--- config.mk ---
export PLATFORM = sky130hd
export DESIGN_NAME = message_flag_table
export DESIGN_NICKNAME = d
export VERILOG_FILES = /design/src/rtl/core/mft_pkg.sv /design/src/rtl/core/mft_flag_unit.sv /design/src/rtl/core/message_flag_table.sv
export SDC_FILE = /design/constraint.sdc
export NUM_CORES = 1
export LEC_CHECK = 0
export BUFFER_PORTS_ARGS = -buffer_cell sky130_fd_sc_hd__buf_2
export CORE_MARGIN = 3
export CORE_UTILIZATION = 60
export CTS_BUF_LIST = sky130_fd_sc_hd__clkbuf_8 sky130_fd_sc_hd__clkbuf_16
export CTS_CLUSTER_DIAMETER = 50
export DETAILED_ROUTE_END_ITERATION = 16
export PLACE_DENSITY = 0.74
export RECOVER_POWER = 50
export SLEW_MARGIN = 20
export SYNTH_ARGS = -nofsm -noshare
export SYNTH_HDL_FRONTEND = slang
export SYNTH_SLANG_ARGS = --single-unit
--- constraint.sdc ---
create_clock -name clk -period 11 [get_ports clk]
set_input_delay 1.65 -clock clk [delete_from_list [all_inputs] [get_ports clk]]
set_output_delay 1.65 -clock clk [all_outputs]
set_load 0.03 [all_outputs]
--- src/rtl/core/mft_pkg.sv ---
`timescale 1ns / 1ps
`default_nettype none
// ----------------------------------------------------------------------------
// mft_pkg: shared types and constants for the message flag table
// Flag encodings, action codes, register indexes and the command and result
// records that pass between the sequencer and the flag update unit.
// ----------------------------------------------------------------------------
package mft_pkg;

	// Table geometry
	localparam int MSG_COUNT = 32;
	localparam int IDX_W     = (MSG_COUNT > 1) ? $clog2(MSG_COUNT) : 1;
	localparam int MSG_W     = 5;
	localparam int RANGE_W   = 9;
	localparam int FLAG_W    = 2;

	// Field widths
	localparam int ACT_W       = 3;
	localparam int LIMIT_W     = 8;
	localparam int TICK_W      = 8;
	localparam int CFG_IDX_W   = 1;
	localparam int CFG_DATA_W  = 8;

	// Register reset values
	localparam logic [LIMIT_W-1:0] WD_LIMIT_RST = LIMIT_W'(10);
	localparam logic [MSG_W-1:0]   WD_MSG_RST   = '0;

	// Flag states
	localparam logic [FLAG_W-1:0] FLAG_OFF    = 2'd0;
	localparam logic [FLAG_W-1:0] FLAG_POSTED = 2'd1;
	localparam logic [FLAG_W-1:0] FLAG_ACTIVE = 2'd2;

	typedef enum logic [ACT_W-1:0] {
		ACT_SEND    = 3'd0,
		ACT_SEND_BC = 3'd1,
		ACT_GET     = 3'd2,
		ACT_GET_BC  = 3'd3,
		ACT_TICK    = 3'd4,
		ACT_WDOG    = 3'd5
	} action_t;

	typedef enum logic [CFG_IDX_W-1:0] {
		REG_WD_LIMIT = 1'b0,
		REG_WD_MSG   = 1'b1
	} cfg_reg_t;

	typedef enum logic [2:0] {
		OP_NONE      = 3'd0,
		OP_POST      = 3'd1,
		OP_GET_CLEAR = 3'd2,
		OP_GET_KEEP  = 3'd3,
		OP_ADVANCE   = 3'd4
	} flag_op_t;

	typedef struct packed {
		flag_op_t          op;
		logic [FLAG_W-1:0] flag;
	} flag_cmd_t;

	typedef struct packed {
		logic [FLAG_W-1:0] flag;
		logic              active;
		logic              moved;
	} flag_res_t;

endpackage
`default_nettype wire

--- src/rtl/core/mft_flag_unit.sv ---
`timescale 1ns / 1ps
`default_nettype none
// ----------------------------------------------------------------------------
// mft_flag_unit: update unit for one three-state message flag
// Applies post, get, get-and-clear or advance to the current flag value and
// reports the next value, whether the flag was active and, for advance, whether it moved.
// ----------------------------------------------------------------------------
module mft_flag_unit (
	input  mft_pkg::flag_cmd_t cmd,
	output mft_pkg::flag_res_t res
);
	import mft_pkg::*;

	// Compute next flag value
	always_comb begin
		res.flag   = cmd.flag;
		res.active = (cmd.flag == FLAG_ACTIVE);
		res.moved  = 1'b0;
		case (cmd.op)
			OP_POST: begin
				if (cmd.flag == FLAG_OFF) begin
					res.flag = FLAG_POSTED;
				end
			end
			OP_GET_CLEAR: begin
				if (cmd.flag == FLAG_ACTIVE) begin
					res.flag = FLAG_OFF;
				end
			end
			OP_ADVANCE: begin
				if (cmd.flag == FLAG_ACTIVE) begin
					res.flag  = FLAG_OFF;
					res.moved = 1'b1;
				end else if (cmd.flag == FLAG_POSTED) begin
					res.flag  = FLAG_ACTIVE;
					res.moved = 1'b1;
				end
			end
			default: begin
				res.flag = cmd.flag;
			end
		endcase
	end

endmodule
`default_nettype wire

--- src/rtl/core/message_flag_table.sv ---
`timescale 1ns / 1ps
`default_nettype none
// ----------------------------------------------------------------------------
// message_flag_table: direct and broadcast message flag tables
// Sequencer around a shared flag update unit (one per table) that posts,
// reads, clears and advances three-state message flags, plus an idle
// watchdog that posts a configured direct message.
// ----------------------------------------------------------------------------
//
//  channel  handshake             payload
//  -------  --------------------  -----------------------------------------
//  in       in_valid / in_stall   action, msg_index
//  out      out_valid / out_stall reply, any_active, watchdog_fired
//  cfg      cfg_valid / cfg_ready cfg_index, cfg_data
//
//  Send, get, watchdog and unused actions go from accept through one update
//  of the addressed entry (S_EXEC) and the reply before the next accept.
//  A process tick sweeps the MSG_COUNT entries one per cycle through the
//  update units, then replies.
//  Reset clears both tables, the idle counter and the activity bit at once;
//  no clearing pass follows. Configuration writes are always ready.
//  A stalled output holds the sequencer in its reply state until taken.
//
module message_flag_table (
	input  wire                             clk,
	input  wire                             arst_n,
	input  logic                            in_valid,
	output logic                            in_stall,
	input  logic [mft_pkg::ACT_W-1:0]       action,
	input  logic [mft_pkg::MSG_W-1:0]       msg_index,
	output logic                            out_valid,
	input  logic                            out_stall,
	output logic                            reply,
	output logic                            any_active,
	output logic                            watchdog_fired,
	input  logic                            cfg_valid,
	output logic                            cfg_ready,
	input  logic [mft_pkg::CFG_IDX_W-1:0]   cfg_index,
	input  logic [mft_pkg::CFG_DATA_W-1:0]  cfg_data
);
	import mft_pkg::*;

	typedef enum logic [3:0] {
		S_IDLE  = 4'b0001,
		S_EXEC  = 4'b0010,
		S_SWEEP = 4'b0100,
		S_REPLY = 4'b1000
	} state_t;

	localparam logic [IDX_W-1:0] LAST_IDX = IDX_W'(MSG_COUNT - 1);

	state_t                state_q;
	logic [ACT_W-1:0]      act_q;
	logic [MSG_W-1:0]      idx_q;
	logic [IDX_W-1:0]      cnt_q;
	logic                  moved_q;
	logic [FLAG_W-1:0]     dir_q [MSG_COUNT];
	logic [FLAG_W-1:0]     bc_q  [MSG_COUNT];
	logic [TICK_W-1:0]     idle_q;
	logic                  activity_q;
	logic [LIMIT_W-1:0]    wd_limit_q;
	logic [MSG_W-1:0]      wd_msg_q;
	logic                  res_reply_q;
	logic                  res_fired_q;
	logic                  out_valid_q;
	logic                  reply_q;
	logic                  any_active_q;
	logic                  fired_q;

	logic                  in_accept;
	logic                  out_load;
	logic [TICK_W-1:0]     idle_inc;
	logic                  wd_fire;
	logic [MSG_W-1:0]      sel_msg;
	logic                  sel_ok;
	logic [IDX_W-1:0]      addr;
	flag_cmd_t             dir_cmd;
	flag_cmd_t             bc_cmd;
	flag_res_t             dir_res;
	flag_res_t             bc_res;
	logic                  exec_reply;

	assign in_stall  = (state_q != S_IDLE);
	assign in_accept = in_valid && !in_stall;
	assign cfg_ready = 1'b1;
	assign out_load  = (state_q == S_REPLY) && (!out_valid_q || !out_stall);

	// Watchdog count and fire decision
	assign idle_inc = idle_q + TICK_W'(1);
	assign wd_fire  = (action_t'(act_q) == ACT_WDOG) && !activity_q
		&& (idle_inc >= wd_limit_q);

	// Select the entry to work on
	assign sel_msg = (action_t'(act_q) == ACT_WDOG) ? wd_msg_q : idx_q;
	assign sel_ok  = (RANGE_W'(sel_msg) < RANGE_W'(MSG_COUNT));
	assign addr    = (state_q == S_SWEEP) ? cnt_q : IDX_W'(sel_msg);

	// Drive the update units
	always_comb begin
		dir_cmd.flag = dir_q[addr];
		bc_cmd.flag  = bc_q[addr];
		dir_cmd.op   = OP_NONE;
		bc_cmd.op    = OP_NONE;
		exec_reply   = 1'b0;
		if (state_q == S_SWEEP) begin
			dir_cmd.op = OP_ADVANCE;
			bc_cmd.op  = OP_ADVANCE;
		end else if (state_q == S_EXEC && sel_ok) begin
			case (action_t'(act_q))
				ACT_SEND: begin
					dir_cmd.op = OP_POST;
				end
				ACT_SEND_BC: begin
					bc_cmd.op = OP_POST;
				end
				ACT_GET: begin
					dir_cmd.op = OP_GET_CLEAR;
					exec_reply = dir_res.active;
				end
				ACT_GET_BC: begin
					bc_cmd.op  = OP_GET_KEEP;
					exec_reply = bc_res.active;
				end
				ACT_WDOG: begin
					dir_cmd.op = wd_fire ? OP_POST : OP_NONE;
				end
				default: begin
					dir_cmd.op = OP_NONE;
				end
			endcase
		end
	end

	mft_flag_unit u_dir_unit (
		.cmd (dir_cmd),
		.res (dir_res)
	);

	mft_flag_unit u_bc_unit (
		.cmd (bc_cmd),
		.res (bc_res)
	);

	// Write back the updated entry
	always_ff @(posedge clk or negedge arst_n) begin
		if (!arst_n) begin
			for (int i = 0; i < MSG_COUNT; i++) begin
				dir_q[i] <= FLAG_OFF;
				bc_q[i]  <= FLAG_OFF;
			end
		end else if (state_q == S_EXEC || state_q == S_SWEEP) begin
			dir_q[addr] <= dir_res.flag;
			bc_q[addr]  <= bc_res.flag;
		end
	end

	// Configuration registers
	always_ff @(posedge clk or negedge arst_n) begin
		if (!arst_n) begin
			wd_limit_q <= WD_LIMIT_RST;
			wd_msg_q   <= WD_MSG_RST;
		end else if (cfg_valid && cfg_ready) begin
			case (cfg_reg_t'(cfg_index))
				REG_WD_LIMIT: begin
					wd_limit_q <= cfg_data[LIMIT_W-1:0];
				end
				REG_WD_MSG: begin
					wd_msg_q <= cfg_data[MSG_W-1:0];
				end
				default: begin
					wd_limit_q <= wd_limit_q;
				end
			endcase
		end
	end

	// Capture the accepted transaction
	always_ff @(posedge clk) begin
		if (in_accept) begin
			act_q <= action;
			idx_q <= msg_index;
		end
	end

	// Sequencer, sweep counter, watchdog and activity state
	always_ff @(posedge clk or negedge arst_n) begin
		if (!arst_n) begin
			state_q     <= S_IDLE;
			cnt_q       <= '0;
			moved_q     <= 1'b0;
			idle_q      <= '0;
			activity_q  <= 1'b0;
			res_reply_q <= 1'b0;
			res_fired_q <= 1'b0;
		end else begin
			case (state_q)
				S_IDLE: begin
					if (in_accept) begin
						cnt_q   <= '0;
						moved_q <= 1'b0;
						state_q <= (action_t'(action) == ACT_TICK) ? S_SWEEP : S_EXEC;
					end
				end
				S_EXEC: begin
					res_reply_q <= exec_reply;
					res_fired_q <= wd_fire;
					if (action_t'(act_q) == ACT_WDOG) begin
						idle_q <= activity_q ? '0 : idle_inc;
					end
					state_q <= S_REPLY;
				end
				S_SWEEP: begin
					moved_q <= moved_q | dir_res.moved | bc_res.moved;
					if (cnt_q == LAST_IDX) begin
						activity_q  <= moved_q | dir_res.moved | bc_res.moved;
						res_reply_q <= 1'b0;
						res_fired_q <= 1'b0;
						state_q     <= S_REPLY;
					end else begin
						cnt_q <= cnt_q + IDX_W'(1);
					end
				end
				S_REPLY: begin
					if (out_load) begin
						state_q <= S_IDLE;
					end
				end
				default: begin
					state_q <= S_IDLE;
				end
			endcase
		end
	end

	// Output register
	always_ff @(posedge clk or negedge arst_n) begin
		if (!arst_n) begin
			out_valid_q <= 1'b0;
		end else if (out_load) begin
			out_valid_q <= 1'b1;
		end else if (!out_stall) begin
			out_valid_q <= 1'b0;
		end
	end

	always_ff @(posedge clk) begin
		if (out_load) begin
			reply_q      <= res_reply_q;
			any_active_q <= activity_q;
			fired_q      <= res_fired_q;
		end
	end

	assign out_valid      = out_valid_q;
	assign reply          = reply_q;
	assign any_active     = any_active_q;
	assign watchdog_fired = fired_q;

	// A new result appears only out of the reply state
	a_out_from_reply: assert property (@(posedge clk) disable iff (!arst_n)
		$rose(out_valid_q) |-> $past(state_q == S_REPLY))
		else $error("result presented outside reply state");

	// A sweep always starts at the first entry
	a_sweep_start: assert property (@(posedge clk) disable iff (!arst_n)
		(state_q == S_SWEEP && $past(state_q == S_IDLE)) |-> (cnt_q == '0))
		else $error("sweep did not start at entry zero");

	// The last sweep entry hands over to the reply
	a_sweep_end: assert property (@(posedge clk) disable iff (!arst_n)
		(state_q == S_SWEEP && cnt_q == LAST_IDX) |=> (state_q == S_REPLY))
		else $error("sweep did not finish after last entry");

	// A get and a watchdog fire never share a result
	a_reply_fire: assert property (@(posedge clk) disable iff (!arst_n)
		(state_q == S_REPLY) |-> !(res_reply_q && res_fired_q))
		else $error("reply and watchdog fire both set");

endmodule
`default_nettype wire
==> results of run 1 <==
==> per-stage QoR <==
step                      hold WS [ps]  worst slack (ps)  utilization
after floorplan                  418.6              6926            -
after global placement           430.6              5659       0.6333
after detailed placement         426.1              5484       0.6333
after CTS                        440.7              5428       0.6775
after global routing             460.8              4985       0.6771
final                            439.6              5377       0.6771
==> cell usage after synthesis (3+ instances only) <==
cell type / n / share of area
dfrtp_1: 160 / 0.46
nor2_1: 124 / 0.054
a21oi_1: 91 / 0.053
nand2_1: 56 / 0.024
o21ai_0: 56 / 0.032
mux2i_1: 30 / 0.035
mux2_2: 22 / 0.029
mux2_4: 20 / 0.035
inv_1: 19 / 0.0082
ha_1: 18 / 0.026
nand3_1: 17 / 0.0098
mux4_2: 16 / 0.042
nor3_1: 13 / 0.0075
buf_2: 11 / 0.0064
clkbuf_1: 11 / 0.0048
edfxtp_1: 11 / 0.038
nand2b_1: 11 / 0.0080
a22oi_1: 9 / 0.0078
a22o_1: 8 / 0.0081
buf_6: 8 / 0.010
a211oi_1: 7 / 0.0061
a21o_1: 4 / 0.0035
and3_1: 4 / 0.0029
buf_4: 4 / 0.0035
nand4_1: 4 / 0.0029
or2_2: 4 / 0.0029
or3_1: 4 / 0.0029
xnor2_1: 4 / 0.0040
xor2_1: 4 / 0.0040
a31oi_1: 3 / 0.0022
and2_1: 3 / 0.0022
dfstp_2: 3 / 0.0091
nor2b_1: 3 / 0.0022
o21a_1: 3 / 0.0026
o32a_1: 3 / 0.0035
==> layer usage <==
metal  share of wire  GRT usage  wire, um  vias to the layer above
met5               0          0         0                        -
met1            0.42     0.3711      8723                     3258
met2            0.49     0.4535     10210                      272
li1                -          -         -                     2944
met4           0.023    0.09527       493                        0
met3           0.075    0.06701      1577                       43
==> registers in the layout, summed over array words and instances (netlist names) <==
signal,cells
wd_msg_q,5
idle_q,8
activity_q,1
wd_limit_q,8
moved_q,1
dir_q,64
watchdog_fired,1
act_q,3
reply,1
idx_q,5
bc_q,64
res_fired_q,1
cnt_q,5
state_q,4
res_reply_q,1
any_active,1
out_valid,1
==> report_power, final <==
part           total (W)  switching, W  internal [W]
clock network   0.000634      0.000267      0.000367
registers       0.000903      0.000104      0.000799
logic           0.000640      0.000400      0.000240
==> worst reg2reg max path, cell delays in order, from the launching register on <==
cell and delay [ps]:
dfrtp_1 470, or4b_1 900, o211a_1 360, nor2_4 630
buf_4 560, mux2i_1 300, o221ai_1 140, o311a_1 180
or4_4 580, inv_1 130, ha_1 140, o21ai_0 90
a221o_2 650, mux2_2 390
==> final cells by class <==
| type | count | area [um2] | share of cell area |
|---|---|---|---|
| Tap cell | 180 | 225.2 | 0.02378 |
| Inverter | 20 | 75.07 | 0.007926 |
| Sequential cell | 174 | 4413 | 0.4659 |
| Clock buffer | 18 | 439.2 | 0.04637 |
| Timing Repair Buffer | 33 | 177.7 | 0.01876 |
| Multi-Input combinational cell | 582 | 3961 | 0.4182 |
| Clock inverter | 14 | 180.2 | 0.01902 |
==> final timing paths <==
check,start,to,slack [ps]
max,state_q[1],dir_q[49],5380
min,res_reply_q,reply,440
max reg2reg,state_q[1],dir_q[49],5380
min reg2reg,res_reply_q,reply,440
max in group asynchronous,arst_n,bc_q[60],5740
min in group asynchronous,arst_n,cnt_q[2],2770
==> kinds of logic (layout without fill, tap and decap cells) <==
logic type,after synthesis,after routing,share of synthesized area
xor+xnor,8,8,0.008098
simple gates,258,258,0.1384
buf+inv,55,85,0.03413
mux,88,88,0.1397
compound gates,209,209,0.1432
flops,174,174,0.5101
other cells,1,1,0.0004334
fa+ha+maj,18,18,0.02603
==> impl_results.html, run 1 <==
<table>
<tr><th>Metric</th><th>Value</th></tr>
<tr><th colspan="2">Logic synthesis</th></tr>
<tr><td>Mapped Cells</td><td>811</td></tr>
<tr><td>Share of the yosys chip area belonging to registers</td><td>0.5101</td></tr>
<tr><td>Synthesized area per cell</td><td>10.67 um2</td></tr>
<tr><td>Post-synthesis cell area</td><td>8652 um2</td></tr>
<tr><td>Total nets after synthesis</td><td>851</td></tr>
<tr><td>Cell variety after synth</td><td>71</td></tr>
<tr><td>Synth Register Bits</td><td>174</td></tr>
<tr><td>Synth async-reset ratio</td><td>0.9368</td></tr>
<tr><td>Synthesis warning total</td><td>0</td></tr>
<tr><td>EDFF count, synth</td><td>11</td></tr>
<tr><td>Predominant post-synthesis flop cell</td><td>dfrtp_1</td></tr>
<tr><th colspan="2">Clocking</th></tr>
<tr><td>Resized Gates After CTS</td><td>0</td></tr>
<tr><td>Clock net sink count</td><td>174</td></tr>
<tr><td>Number of buffers inserted by post-CTS setup repair</td><td>0</td></tr>
<tr><td>Post-CTS Hold Fix Bufs</td><td>0</td></tr>
<tr><td>CTS tree</td><td>done</td></tr>
<tr><td>Deepest clock path buffer count</td><td>2</td></tr>
<tr><td>Clock latency reported for the late side of the worst-skew pair</td><td>440 ps</td></tr>
<tr><td>Reg clk slew, reported paths</td><td>70 ps</td></tr>
<tr><td>Total CTS buffers</td><td>17</td></tr>
<tr><td>Buffer cell driving the clock tree root</td><td>clkbuf_16</td></tr>
<tr><td>Deepest level of the CTS H-tree</td><td>4</td></tr>
<tr><th colspan="2">Power</th></tr>
<tr><td>Overall Power</td><td>0.002176 W</td></tr>
<tr><td>Peak supply drop</td><td>0.1583 mV</td></tr>
<tr><td>Cell Pwr Density</td><td>229.8 nW/um2</td></tr>
<tr><td>Leakage</td><td>4.259 nW</td></tr>
<tr><th colspan="2">Place</th></tr>
<tr><td>Input/output buffers</td><td>26</td></tr>
<tr><td>HPWL after detailed placement</td><td>14.29 mm</td></tr>
<tr><td>Inst Count DP</td><td>988</td></tr>
<tr><td>Global placer's final weighted congestion</td><td>0.9659</td></tr>
<tr><td>Post-DP Area</td><td>8859 um2</td></tr>
<tr><th colspan="2">Die</th></tr>
<tr><td>Die extent in x</td><td>126.1 um</td></tr>
<tr><td>Area of the core</td><td>13,990 um2</td></tr>
<tr><td>Standard-cell rows</td><td>43</td></tr>
<tr><td>I/O Pins</td><td>28</td></tr>
<tr><td>Die ar.</td><td>15,900 um2</td></tr>
<tr><td>Vert. Die Dim</td><td>126.1 um</td></tr>
<tr><td>Effective utilization at floorplan</td><td>0.6185</td></tr>
<tr><th colspan="2">Route</th></tr>
<tr><td>DR WL/cell</td><td>20.57 um</td></tr>
<tr><td>Via Count</td><td>6,517</td></tr>
<tr><td>Total routed wirelength</td><td>21.01 mm</td></tr>
<tr><td>Number of nets with antenna violations after detailed routing</td><td>0</td></tr>
<tr><td>Number of iterations in the first detailed-routing pass</td><td>5</td></tr>
<tr><td>Number of violations reported at the end of detailed-routing iteration 0</td><td>734</td></tr>
<tr><td>DRC violations left</td><td>0</td></tr>
<tr><td>Via density per instance</td><td>6.383</td></tr>
<tr><th colspan="2">Critical path</th></tr>
<tr><td>R2R depth</td><td>13</td></tr>
<tr><td>Cell with the largest stage delay on the worst path</td><td>or4b_1</td></tr>
<tr><td>Cell class contributing the biggest share of worst-path delay</td><td>simple AND/OR/NAND/NOR gates</td></tr>
<tr><td>Total number of cells along the worst setup path</td><td>13</td></tr>
<tr><td>Crit path largest cell delay</td><td>900 ps</td></tr>
<tr><td>Crit path max fanout</td><td>32</td></tr>
<tr><td>Worst Path Buf+Inv</td><td>2</td></tr>
<tr><td>Worst path cell trace</td><td>or4b_1 &gt; o211a_1 &gt; nor2_4 &gt; buf_4 &gt; mux2i_1 &gt; o221ai_1 &gt; o311a_1 &gt; or4_4 &gt; inv_1 &gt; ha_1 &gt; o21ai_0 &gt; a221o_2 &gt; mux2_2</td></tr>
<tr><td>Data arrival time of the critical path</td><td>5940 ps</td></tr>
<tr><td>Setup crit end kind</td><td>flip-flop</td></tr>
<tr><td>Kind of start point of the critical path</td><td>flip-flop</td></tr>
<tr><td>Worst setup path class</td><td>reg -&gt; reg</td></tr>
<tr><td>Required time reported for the critical path endpoint</td><td>11,320 ps</td></tr>
<tr><th colspan="2">Finish</th></tr>
<tr><td>Share of layout cells above drive strength 1</td><td>0.1581</td></tr>
<tr><td>Post-route cell area</td><td>9472 um2</td></tr>
<tr><td>Net count reported at finish</td><td>868</td></tr>
<tr><td>Leading cell types in the layout, fill and taps excluded</td><td>dfrtp_1, nor2_1, a21oi_1, nand2_1, o21ai_0</td></tr>
<tr><td>Final cell count without fillers</td><td>1,021</td></tr>
<tr><td>Most frequent standard cell in the layout excluding fill and tap cells</td><td>dfrtp_1</td></tr>
<tr><td>Fillers</td><td>1,032</td></tr>
<tr><td>Synth-to-layout area growth</td><td>9.472%</td></tr>
<tr><td>Diodes inserted</td><td>0</td></tr>
<tr><th colspan="2">Worst hold path</th></tr>
<tr><td>Hold Path Cell Cnt</td><td>0</td></tr>
<tr><td>HP Class</td><td>reg -&gt; reg</td></tr>
<tr><th colspan="2">Outcome</th></tr>
<tr><td>Run status</td><td>finished, violations left</td></tr>
<tr><td>Violated checks</td><td>capacitance limit, slew limit</td></tr>
<tr><th colspan="2">GRT</th></tr>
<tr><td>Combined global-route utilization of all metal layers</td><td>0.2788</td></tr>
<tr><td>Global-route wire length before repair</td><td>34.80 mm</td></tr>
<tr><td>Number of antenna violations at the first check in global routing</td><td>0</td></tr>
<tr><td>Largest net degree at the start of global routing</td><td>83</td></tr>
<tr><td>GRT Residual Overflow</td><td>0</td></tr>
<tr><td>Number of global-route vias before repair</td><td>6,636</td></tr>
<tr><th colspan="2">STA</th></tr>
<tr><td>Post-route minimum period</td><td>5623 ps</td></tr>
<tr><td>RSZ-0062 raised after global routing</td><td>no</td></tr>
<tr><td>Final Skew</td><td>8.034 ps</td></tr>
<tr><td>Total negative slack for setup checks</td><td>0 ps</td></tr>
<tr><td>Final Cycle Share</td><td>0.5112</td></tr>
<tr><td>Hold Violations, Final</td><td>0</td></tr>
<tr><td>Achievable Freq</td><td>177.8 MHz</td></tr>
<tr><td>Max-slew headroom at the worst pin</td><td>-1.935</td></tr>
<tr><td>Setup violators final</td><td>0</td></tr>
<tr><td>Actual slew at the worst max-slew pin</td><td>4403 ps</td></tr>
<tr><td>Final-report max-slew violation count</td><td>83</td></tr>
<tr><th colspan="2">Run</th></tr>
<tr><td>Max Cap Viol</td><td>1</td></tr>
</table>
Power figures use the tool's default switching activity.
==> inputs of run 2 (changes only) <==
ABC_AREA = 1   (was not set)
CORE_UTILIZATION = 57   (was 60)
clock period = 4.8 ns   (was 11 ns; I/O delays follow)
==> run 2 against run 1 <==
Net effect: the flow still finishes with violations (capacitance limit, slew limit); sequential cell count is the same; cell count grew 51%; critical path type unchanged; register-to-register slack got worse by 4600 ps; die area grew 12%; clock power up 120%; sequential power rose by 77%; largest power group unchanged; global-route usage shrank 0.92 points; utilization down 3.2 points; total power up 74%.
==> impl_results.html, run 2 <==
<table>
<tr><th>Metric</th><th>Value</th></tr>
<tr><th colspan="2">GRT</th></tr>
<tr><td>Met2 routing resource usage after global routing</td><td>0.4185</td></tr>
<tr><td>Largest net degree at the start of global routing</td><td>100</td></tr>
<tr><td>Met1 track utilization from global routing</td><td>0.3881</td></tr>
<tr><td>Number of global-route vias before repair</td><td>7,639</td></tr>
<tr><td>Most congested layer reported by global routing</td><td>met2</td></tr>
<tr><td>Global-route wire length before repair</td><td>38.24 mm</td></tr>
<tr><td>Number of antenna violations at the first check in global routing</td><td>0</td></tr>
<tr><td>GRT Residual Overflow</td><td>0</td></tr>
<tr><td>Met3 track demand over resource</td><td>0.04872</td></tr>
<tr><td>Combined global-route utilization of all metal layers</td><td>0.2696</td></tr>
<tr><th colspan="2">Logic synthesis</th></tr>
<tr><td>Top area cells in the synthesized netlist</td><td>dfrtp_1, nand2_1, inv_1, edfxtp_1, nor2_1</td></tr>
<tr><td>Mapped Cells</td><td>1,305</td></tr>
<tr><td>Total nets after synthesis</td><td>1,345</td></tr>
<tr><td>EDFF count, synth</td><td>11</td></tr>
<tr><td>Share of the synthesized area in the top cell type</td><td>0.4335</td></tr>
<tr><td>Synthesis warning total</td><td>0</td></tr>
<tr><td>Post-synthesis cell area</td><td>9236 um2</td></tr>
<tr><td>Synthesized area per cell</td><td>7.078 um2</td></tr>
<tr><td>Synth async-reset ratio</td><td>0.9368</td></tr>
<tr><td>Most area-hungry cell type in the Yosys netlist</td><td>dfrtp_1</td></tr>
<tr><td>Share of the yosys chip area belonging to registers</td><td>0.4778</td></tr>
<tr><td>Cell variety after synth</td><td>36</td></tr>
<tr><td>Most common cell in the synthesized netlist</td><td>nand2_1</td></tr>
<tr><td>Most numerous cell types in the synthesized netlist</td><td>nand2_1, dfrtp_1, inv_1</td></tr>
<tr><td>Synth Register Bits</td><td>174</td></tr>
<tr><td>Predominant post-synthesis flop cell</td><td>dfrtp_1</td></tr>
<tr><th colspan="2">Clocking</th></tr>
<tr><td>Number of buffers inserted by post-CTS setup repair</td><td>0</td></tr>
<tr><td>Deepest clock path buffer count</td><td>2</td></tr>
<tr><td>Post-CTS Hold Fix Bufs</td><td>0</td></tr>
<tr><td>Resized Gates After CTS</td><td>0</td></tr>
<tr><td>Reg clk slew, reported paths</td><td>70 ps</td></tr>
<tr><td>Total CTS buffers</td><td>17</td></tr>
<tr><td>CTS tree</td><td>done</td></tr>
<tr><td>Deepest level of the CTS H-tree</td><td>4</td></tr>
<tr><td>Buffer cell driving the clock tree root</td><td>clkbuf_16</td></tr>
<tr><td>Clock latency reported for the late side of the worst-skew pair</td><td>430 ps</td></tr>
<tr><td>Clock net sink count</td><td>174</td></tr>
<tr><th colspan="2">STA</th></tr>
<tr><td>RSZ-0062 raised after global routing</td><td>no</td></tr>
<tr><td>Actual slew at the worst max-slew pin</td><td>2455 ps</td></tr>
<tr><td>Achievable Freq</td><td>251.1 MHz</td></tr>
<tr><td>Hold Violations, Final</td><td>0</td></tr>
<tr><td>Least setup slack across all paths after layout</td><td>817.6 ps</td></tr>
<tr><td>Final Skew</td><td>10.32 ps</td></tr>
<tr><td>Setup violators final</td><td>0</td></tr>
<tr><td>Total negative slack for setup checks</td><td>0 ps</td></tr>
<tr><td>Max-slew headroom at the worst pin</td><td>-0.6369</td></tr>
<tr><td>Final Cycle Share</td><td>0.8297</td></tr>
<tr><td>Final-report max-slew violation count</td><td>168</td></tr>
<tr><td>Post-route minimum period</td><td>3982 ps</td></tr>
<tr><th colspan="2">Route</th></tr>
<tr><td>Number of nets with antenna violations after detailed routing</td><td>0</td></tr>
<tr><td>Total routed wirelength</td><td>22.99 mm</td></tr>
<tr><td>Via density per instance</td><td>5.217</td></tr>
<tr><td>Number of violations reported at the end of detailed-routing iteration 0</td><td>800</td></tr>
<tr><td>DR WL/cell</td><td>14.89 um</td></tr>
<tr><td>Via Count</td><td>8,055</td></tr>
<tr><td>DRC violations left</td><td>0</td></tr>
<tr><td>Number of iterations in the first detailed-routing pass</td><td>5</td></tr>
<tr><th colspan="2">Finish</th></tr>
<tr><td>Synth-to-layout area growth</td><td>8.521%</td></tr>
<tr><td>Net count reported at finish</td><td>1,360</td></tr>
<tr><td>Leading cell types in the layout, fill and taps excluded</td><td>nand2_1, dfrtp_1, inv_1, nor2_1, nand3_1</td></tr>
<tr><td>Top Registers</td><td>bc_q: 64 flops, dir_q: 64 flops</td></tr>
<tr><td>Share of layout cells above drive strength 1</td><td>0.06677</td></tr>
<tr><td>Fillers</td><td>1,437</td></tr>
<tr><td>Most frequent standard cell in the layout excluding fill and tap cells</td><td>nand2_1</td></tr>
<tr><td>Diodes inserted</td><td>0</td></tr>
<tr><th colspan="2">Outcome</th></tr>
<tr><td>Violated checks</td><td>capacitance limit, slew limit</td></tr>
<tr><td>Run status</td><td>finished, violations left</td></tr>
<tr><th colspan="2">Critical path</th></tr>
<tr><td>Kind of start point of the critical path</td><td>flip-flop</td></tr>
<tr><td>Beginning of the critical path</td><td>act_q[2]</td></tr>
<tr><td>Critical register-to-register path startpoint</td><td>act_q[2]</td></tr>
<tr><td>Data arrival time of the critical path</td><td>4350 ps</td></tr>
<tr><td>Required time reported for the critical path endpoint</td><td>5170 ps</td></tr>
<tr><td>Cell with the largest stage delay on the worst path</td><td>nor2_1</td></tr>
<tr><td>R2R depth</td><td>20</td></tr>
<tr><td>Crit path largest cell delay</td><td>600 ps</td></tr>
<tr><td>Most prevalent standard cell on the critical path</td><td>nand2_1</td></tr>
<tr><td>Setup crit end kind</td><td>flip-flop</td></tr>
<tr><td>Worst path cell trace</td><td>nand3_2 &gt; nand2_1 &gt; nand3_1 &gt; buf_4 &gt; nand2_2 &gt; buf_12 &gt; nor2_1 &gt; nand2_1 &gt; nand3_1 &gt; nand2_1 &gt; nand2_1 &gt; nor2_1 &gt; nand2_2 &gt; inv_1 &gt; ha_1 &gt; o21ai_0 &gt; inv_1 &gt; nand2_2 &gt; nand2_1 &gt; nand2_1</td></tr>
<tr><td>Worst setup path class</td><td>reg -&gt; reg</td></tr>
<tr><td>Crit path max fanout</td><td>52</td></tr>
<tr><th colspan="2">Place</th></tr>
<tr><td>HPWL after detailed placement</td><td>15.09 mm</td></tr>
<tr><td>Global placer's final weighted congestion</td><td>0.9176</td></tr>
<tr><td>Setup WS pre-CTS</td><td>930.0 ps</td></tr>
<tr><td>Input/output buffers</td><td>26</td></tr>
<tr><th colspan="2">Run</th></tr>
<tr><td>Max Cap Viol</td><td>3</td></tr>
<tr><th colspan="2">Die</th></tr>
<tr><td>Standard-cell rows</td><td>45</td></tr>
<tr><td>I/O Pins</td><td>28</td></tr>
<tr><td>Die ar.</td><td>17,770 um2</td></tr>
<tr><td>Effective utilization at floorplan</td><td>0.5944</td></tr>
<tr><td>Die extent in x</td><td>133.3 um</td></tr>
<tr><td>Area of the core</td><td>15,540 um2</td></tr>
<tr><td>Vert. Die Dim</td><td>133.3 um</td></tr>
<tr><th colspan="2">Power</th></tr>
<tr><td>Cell Pwr Density</td><td>378.7 nW/um2</td></tr>
<tr><td>Peak supply drop</td><td>0.2849 mV</td></tr>
<tr><td>Leakage</td><td>5.553 nW</td></tr>
<tr><th colspan="2">Worst hold path</th></tr>
<tr><td>Hold Path Cell Cnt</td><td>0</td></tr>
<tr><td>HP Class</td><td>reg -&gt; reg</td></tr>
<tr><td>Critical hold path startpoint</td><td>res_reply_q</td></tr>
</table>
==> run 2: per-layer routing <==
metal	vias to the layer above	wire, um
met3	33	1525
met1	3754	10630
li1	3994	-
met5	-	0
met4	0	416
met2	274	10420
==> run 2: cells by family after synthesis <==
group / after synthesis / share of synthesized area
xor+xnor: 5 / 0.004741
buf+inv: 155 / 0.07559
flops: 174 / 0.4778
simple gates: 903 / 0.3866
other cells: 1 / 0.0004060
compound gates: 49 / 0.03048
fa+ha+maj: 18 / 0.02438
==> run 2: critical path, delay by kind of cell (launching register included) <==
| kind | cells | cell delay (ps) |
|---|---|---|
| buffers and inverters | 4 | 660 |
| flip-flops | 1 | 470 |
| AND/OR/NAND/NOR | 14 | 2380 |
| adder cells (fa/ha/maj) | 1 | 220 |
| AO/OA/AOI/OAI | 1 | 170 |
==> run 2: worst paths after layout <==
check	end	slack [ps]
max	bc_q[4]	820
max in group asynchronous	dir_q[46]	1150
min	reply	460
min reg2reg	reply	460
min in group asynchronous	wd_limit_q[2]	1010
max reg2reg	bc_q[4]	820
==> run 2: per-stage QoR <==
step	std cells	total power (W)	cell area (um2)	hold slack, ps	utilization
2_1_floorplan	1305	0.002161	9236	424.4	-
3_3_place_gp	1512	0.002399	9447	438.8	0.6079
3_5_place_dp	1512	0.002409	9447	441.8	0.6079
4_1_cts	1544	0.003803	10040	425.2	0.6461
5_1_grt	1544	0.003955	10020	455.0	0.6450
6_report	1544	0.003796	10020	458.7	0.6450
==> run 2: final cells by class <==
| type | instances | area (um2) | area share |
|---|---|---|---|
| inverter | 118 | 442.9 | 0.04419 |
| clock buffer | 21 | 480.5 | 0.04793 |
| tap | 211 | 264.0 | 0.02634 |
| sequential | 174 | 4413 | 0.4403 |
| timing repair buffer | 33 | 183.9 | 0.01835 |
| multi-input combinational | 976 | 4125 | 0.4116 |
| clock inverter | 11 | 113.9 | 0.01136 |
==> run 2: report_power, final <==
part	internal [W]	total (W)	leakage, nW	switching [W]
Sequential	0.00156	0.00160	2.35	0.0000466
Clock	0.000817	0.00140	0.294	0.000584
Combinational	0.000164	0.000792	2.91	0.000628
Total	0.00254	0.00380	5.55	0.00126
